## src/sv/tva_pkg.sv

```systemverilog
// ----------------------------------------------------------------------------
// tva_pkg
// Shared types and constants for the timestamp arithmetic pipeline.
// ----------------------------------------------------------------------------
package tva_pkg;

  typedef enum logic [1:0] {
    MODE_NORM = 2'd0,
    MODE_ADD  = 2'd1,
    MODE_SUB  = 2'd2,
    MODE_DIV  = 2'd3
  } mode_t;

  localparam int unsigned DIV64_STEPS = 64;
  localparam int unsigned DIV32_STEPS = 32;

  localparam logic [19:0] USEC_PER_SEC = 20'd1000000;
  // floor(2^40 / 15625), 15625 * 64 = 1000000
  localparam logic [26:0] RECIP_15625  = 27'd70368744;

  typedef struct packed {
    logic               dz;
    logic               is_div;
    logic               a_neg;
    logic               d_neg;
    logic [63:0]        sec_pre;
    logic signed [32:0] usec_pre;
  } side1_t;

  typedef struct packed {
    logic               dz;
    logic               is_div;
    logic               d_neg;
    logic               n_neg;
    logic [63:0]        sec;
    logic signed [32:0] usec_pre;
  } side2_t;

  typedef struct packed {
    logic               dz;
    logic [63:0]        sec;
    logic signed [33:0] usec;
  } norm_in_t;

endpackage

```

## src/sv/tva_norm.sv

```systemverilog
// ----------------------------------------------------------------------------
// tva_norm
// Four-stage normalizer: fold signed microseconds into seconds so the
// result microseconds lie in 0..999999; a divide-by-zero item gives zero.
// ----------------------------------------------------------------------------
module tva_norm import tva_pkg::*; (
  input  logic        clk,
  input  logic        rst_n,
  input  logic        in_vld,
  input  norm_in_t    in_item,
  output logic        out_vld,
  output logic [63:0] out_sec,
  output logic [19:0] out_usec,
  output logic        out_status
);

  logic        v1_r, v2_r, v3_r, v4_r;
  logic        dz1_r, dz2_r, dz3_r;
  logic        neg1_r, neg2_r, neg3_r;
  logic [63:0] sec1_r, sec2_r, sec3_r;
  logic [32:0] mag1_r;
  logic [53:0] prod1_r;
  logic [13:0] q2_r, q3_r;
  logic [20:0] rem2_r;
  logic [19:0] rem3_r;
  logic [63:0] sec4_r;
  logic [19:0] usec4_r;
  logic        st4_r;

  logic [33:0] mag_full;
  logic [32:0] mag1_nxt;
  logic [13:0] qest;
  logic [32:0] qprod;
  logic [32:0] rem_full;
  logic        ge;
  logic [13:0] q3_nxt;
  logic [19:0] rem3_nxt;
  logic        borrow;
  logic [63:0] sec4_nxt;
  logic [19:0] usec4_nxt;

  assign mag_full = in_item.usec[33] ? 34'(-in_item.usec) : 34'(in_item.usec);
  assign mag1_nxt = mag_full[32:0];

  assign qest     = prod1_r[53:40];
  assign qprod    = 33'(qest * USEC_PER_SEC);
  assign rem_full = mag1_r - qprod;

  assign ge       = rem2_r >= {1'b0, USEC_PER_SEC};
  assign q3_nxt   = ge ? 14'(q2_r + 14'd1) : q2_r;
  assign rem3_nxt = ge ? 20'(rem2_r - {1'b0, USEC_PER_SEC}) : rem2_r[19:0];

  always_comb begin
    borrow = neg3_r && (rem3_r != '0);
    if (!neg3_r) begin
      sec4_nxt  = sec3_r + {50'd0, q3_r};
      usec4_nxt = rem3_r;
    end else begin
      sec4_nxt  = sec3_r - {50'd0, q3_r} - {63'd0, borrow};
      usec4_nxt = borrow ? 20'(USEC_PER_SEC - rem3_r) : '0;
    end
    if (dz3_r) begin
      sec4_nxt  = '0;
      usec4_nxt = '0;
    end
  end

  always_ff @(posedge clk) begin
    if (!rst_n) begin
      v1_r <= 1'b0;
      v2_r <= 1'b0;
      v3_r <= 1'b0;
      v4_r <= 1'b0;
    end else begin
      v1_r <= in_vld;
      v2_r <= v1_r;
      v3_r <= v2_r;
      v4_r <= v3_r;
    end
  end

  always_ff @(posedge clk) begin
    dz1_r   <= in_item.dz;
    neg1_r  <= in_item.usec[33];
    sec1_r  <= in_item.sec;
    mag1_r  <= mag1_nxt;
    prod1_r <= 54'(mag1_nxt[32:6] * RECIP_15625);

    dz2_r   <= dz1_r;
    neg2_r  <= neg1_r;
    sec2_r  <= sec1_r;
    q2_r    <= qest;
    rem2_r  <= rem_full[20:0];

    dz3_r   <= dz2_r;
    neg3_r  <= neg2_r;
    sec3_r  <= sec2_r;
    q3_r    <= q3_nxt;
    rem3_r  <= rem3_nxt;

    sec4_r  <= sec4_nxt;
    usec4_r <= usec4_nxt;
    st4_r   <= dz3_r;
  end

  assign out_vld    = v4_r;
  assign out_sec    = sec4_r;
  assign out_usec   = usec4_r;
  assign out_status = st4_r;

endmodule

```

## config.mk

```make
export PLATFORM = sky130hd
export DESIGN_NAME = tva_norm
export DESIGN_NICKNAME = d
export VERILOG_FILES = /design/src/sv/tva_pkg.sv /design/src/sv/tva_norm.sv
export SDC_FILE = /design/constraint.sdc
export NUM_CORES = 1
export LEC_CHECK = 0
export ABC_AREA = 1
export BUFFER_PORTS_ARGS = -buffer_cell sky130_fd_sc_hd__buf_2
export CAP_MARGIN = 20
export CORE_ASPECT_RATIO = 1.1
export CORE_MARGIN = 2
export CORE_UTILIZATION = 51
export CTS_BUF_LIST = sky130_fd_sc_hd__clkbuf_16
export DETAILED_ROUTE_END_ITERATION = 10
export GPL_TIMING_DRIVEN = 0
export PLACE_DENSITY = 0.67
export SLEW_MARGIN = 10
export SYNTH_ARGS = -nofsm -noshare
export SYNTH_HDL_FRONTEND = slang
export SYNTH_SLANG_ARGS = --single-unit
```

## constraint.sdc

```tcl
create_clock -name clk -period 8.9 [get_ports clk]
set_input_delay 1.335 -clock clk [delete_from_list [all_inputs] [get_ports clk]]
set_output_delay 1.335 -clock clk [all_outputs]
set_load 0.05 [all_outputs]
```

==> metrics.md <==
| Metric | Value |
|---|---|
| Status | `finished clean` |
| Largest area contributor in the netlist | `dfxtp_1` |
| Root Driver | `clkbuf_16` |
| H-tree Lvls | `2` |
| Die Y | `262 um` |
| CP required | `9330 ps` |
| Worst Hold Class | `reg2reg` |
| Reg2reg start | `prod1_r[41]` |
| Hold Path Stages | `0` |
| Crit end category | `register` |
| Largest net degree at the start of global routing | `18` |
| Final setup fails | `0` |
| Fill count | `5700` |
| Die width | `approximately 240 um` |
| Hold Violations, Final | `0` |
| DRT Pass-1 Iters | `7` |
| Share of layout cells above drive strength 1 | `0.0941` |
| Fmax | `between 0.1 and 0.15 GHz` |
| Yosys top cell area share | `0.254` |
| Slew margin rel. | `0.325` |
| Reg clk slew, reported paths | `roughly 60 ps` |
| Initial antenna violation count | `3` |
| CTS buffer count | `34` |
| Gpl congestion | `1.02` |
| Vias in the first global route | `25.8k` |
| Die area | `62500 um^2` |
| Commonest cells in the netlist | `inv_1 (894), nand2_1 (648), dfxtp_1 (391)` |
| CTS tree | `yes` |
| Post-Syn Nets | `roughly 4.6k` |
| Asr flop ratio synth | `0` |
| Post-synth EDFFs | `0` |
| Kind of critical path | `in2reg` |
| Synthesized area | `30900 um^2` |
| Slowest CP cell | `fa_1` |
| Sequential share of the synthesized area | `0.254` |
| First-pass GRT wire length | `147000 um` |
| Worst R2R Path Depth | `22` |
| RSZ-0062 raised after global routing | `true` |
| Max Cap Viol | `0` |
| CP arrival | `8970 ps` |
| Ys flop type | `dfxtp_1` |
| Min-Delay Endpoint | `sec3_r[55]` |
| Post-Syn Area per Cell | `7.95 um^2` |
| PortBufs | `187` |
| Core area | `59900 um^2` |
| Period utilisation layout | `0.960` |
| Worst setup SP type | `primary input` |
| Initial core utilization | `0.516` |
| Final core utilization | `0.573` |
| Synth Warn # | `0` |
| Vias/cell | `5.21` |
| Most used cell, CP | `inv_1` |
| Most frequent cell after synthesis | `inv_1` |
| Wire per inst | `between 15 and 20 um` |
| DRC errors left | `0` |
| Antenna-violating nets left | `0` |
| Setup Skew | `20.6 ps` |
| DP HPWL | `82500 um` |
| Detailed Route WL | `around 97000 um` |
| Ports | `188` |
| Clock period minus worst slack | `between 8000 and 9000 ps` |
| Drt first-iter violations | `around 1.7k` |
| Via count | `25.7k` |
| Rows | `94` |
| Reg2Reg Setup Slack | `3540 ps` |
| Area grow syn2layout | `11.2%` |
| Post-synthesis instance total | `3886` |
| Synth Register Bits | `391` |
| Worst Tran Pin Value | `1010 ps` |
| Worst-Skew Late Latency | `530 ps` |
| Hold-fix buffers, CTS | `0` |
| Clock sinks | `391` |
| Grt total ovfl | `0` |
| Hold_sp | `sec2_r[55]` |
| CP max FO | `6` |
| FF-to-FF End | `rem2_r[20]` |
| Netlist cell types | `68` |
| GR Util All Layers | `0.313` |
| CP max stage delay | `550 ps` |
| CTS Buffer Depth | `3` |
| Fin. max-slew vios | `0` |
| Synth area leaders | `dfxtp_1 (25%), fa_1 (18%), ha_1 (14%), inv_1 (11%), nand2_1 (7.9%)` |
| Nets | `a little under 5k` |
final cells by class:
cell class,instances,area (um^2),area share
Timing Repair Buffer,211,1150,0.0334
Tap cell,768,961,0.0280
Buffer,42,186,0.00543
Antenna cell,1,2.50,0.0000729
Multi-Input combinational cell,2540,19600,0.572
Clock inverter,24,240,0.00700
Clock buffer,35,876,0.0255
Inverter,913,3440,0.100
Sequential cell,391,7830,0.228
worst max-delay path, delay by kind of cell:
kind	cells	cell delay, ps
adders and majority gates	9	3940
and+or+nand+nor	15	2040
buffers and inverters	10	1130
xor gates and xnor gates	1	390
AOI/OAI and AO/OA	1	110
through the flow:
stage | TNS [ps] | instance area (um^2) | hold WS, ps | setup WS [ps] | std cells
2_1_floorplan | 0 | 30900 | 310 | 601 | 3886
3_3_place_gp | -14610 | 32800 | 310 | -1340 | 4841
3_5_place_dp | -8740 | 32900 | 312 | -880 | 4852
4_1_cts | -21.1 | 34100 | 314 | -21.1 | 4911
5_1_grt | -30.3 | 34300 | 320 | -21.3 | 4924
6_report | 0 | 34300 | 312 | 359 | 4925
cells by family after synthesis:
group,Yosys count,share of synthesized area
and+or+nand+nor,1376,0.192
buffers and inverters,955,0.117
adders and majority gates,622,0.321
AOI/OAI and AO/OA,396,0.0732
DFF,391,0.254
xor gates and xnor gates,144,0.0428
muxes,2,0.000729
how the worst max path moves through the flow:
| stage | end | depth (start not counted) | slack [ps] | startpoint |
|---|---|---|---|---|
| floorplan | prod1_r[52] | 36 | 600 | in_item[1] |
| global placement | prod1_r[46] | 27 | -1340 | in_item[33] |
| detailed placement | prod1_r[52] | 37 | -880 | in_item[1] |
| CTS | prod1_r[52] | 37 | -20 | in_item[1] |
| global route | prod1_r[52] | 38 | -20 | in_item[1] |
| finish | prod1_r[46] | 36 | 360 | in_item[1] |
registers in the layout, summed over array words and instances (netlist names), 14 cells and up:
name,flops
sec3_r,64
q3_r,14
rem2_r,21
rem3_r,20
prod1_r,14
q2_r,14
out_sec,64
out_usec,20
sec2_r,64
mag1_r,21
sec1_r,64
routing by layer:
layer	vias up	share of wire	track usage
met3	269	0.050	0.0269
met2	890	0.50	0.575
met1	12004	0.39	0.364
met5	-	0	0
met4	0	0.061	0.165
li1	12520	-	-
cells in the final DEF, fill, tap and decap left out, drive strengths merged, types with 3 or more instances in the layout:
master | netlist | layout
a211oi | 3 | 3
a21boi | 4 | 4
a21o | 9 | 9
a21oi | 194 | 194
a31oi | 9 | 9
and2 | 4 | 4
and3 | 5 | 5
buf | 22 | 233
bufinv | 0 | 4
clkbuf | 20 | 55
clkinv | 3 | 11
clkinvlp | 0 | 5
dfxtp | 391 | 391
fa | 283 | 283
ha | 339 | 339
inv | 910 | 917
nand2 | 656 | 656
nand3 | 181 | 181
nand3b | 9 | 9
nand4 | 57 | 57
nor2 | 363 | 363
nor3 | 67 | 67
nor3b | 3 | 3
nor4 | 24 | 24
o211ai | 6 | 6
o21a | 12 | 12
o21ai | 129 | 129
o21bai | 10 | 10
o31ai | 6 | 6
or2 | 5 | 5
xnor2 | 29 | 29
xor2 | 115 | 115
repair_timing:
action	CTS	global route
resized for setup	5	36
setup buffers	0	12
endpoints found under the setup margin	8	14
endpoints found under the hold margin	0	0
pin swaps	0	4
Power is not shown: default switching activity piles up to over one toggle a cycle in this logic, so the estimate is an artifact.
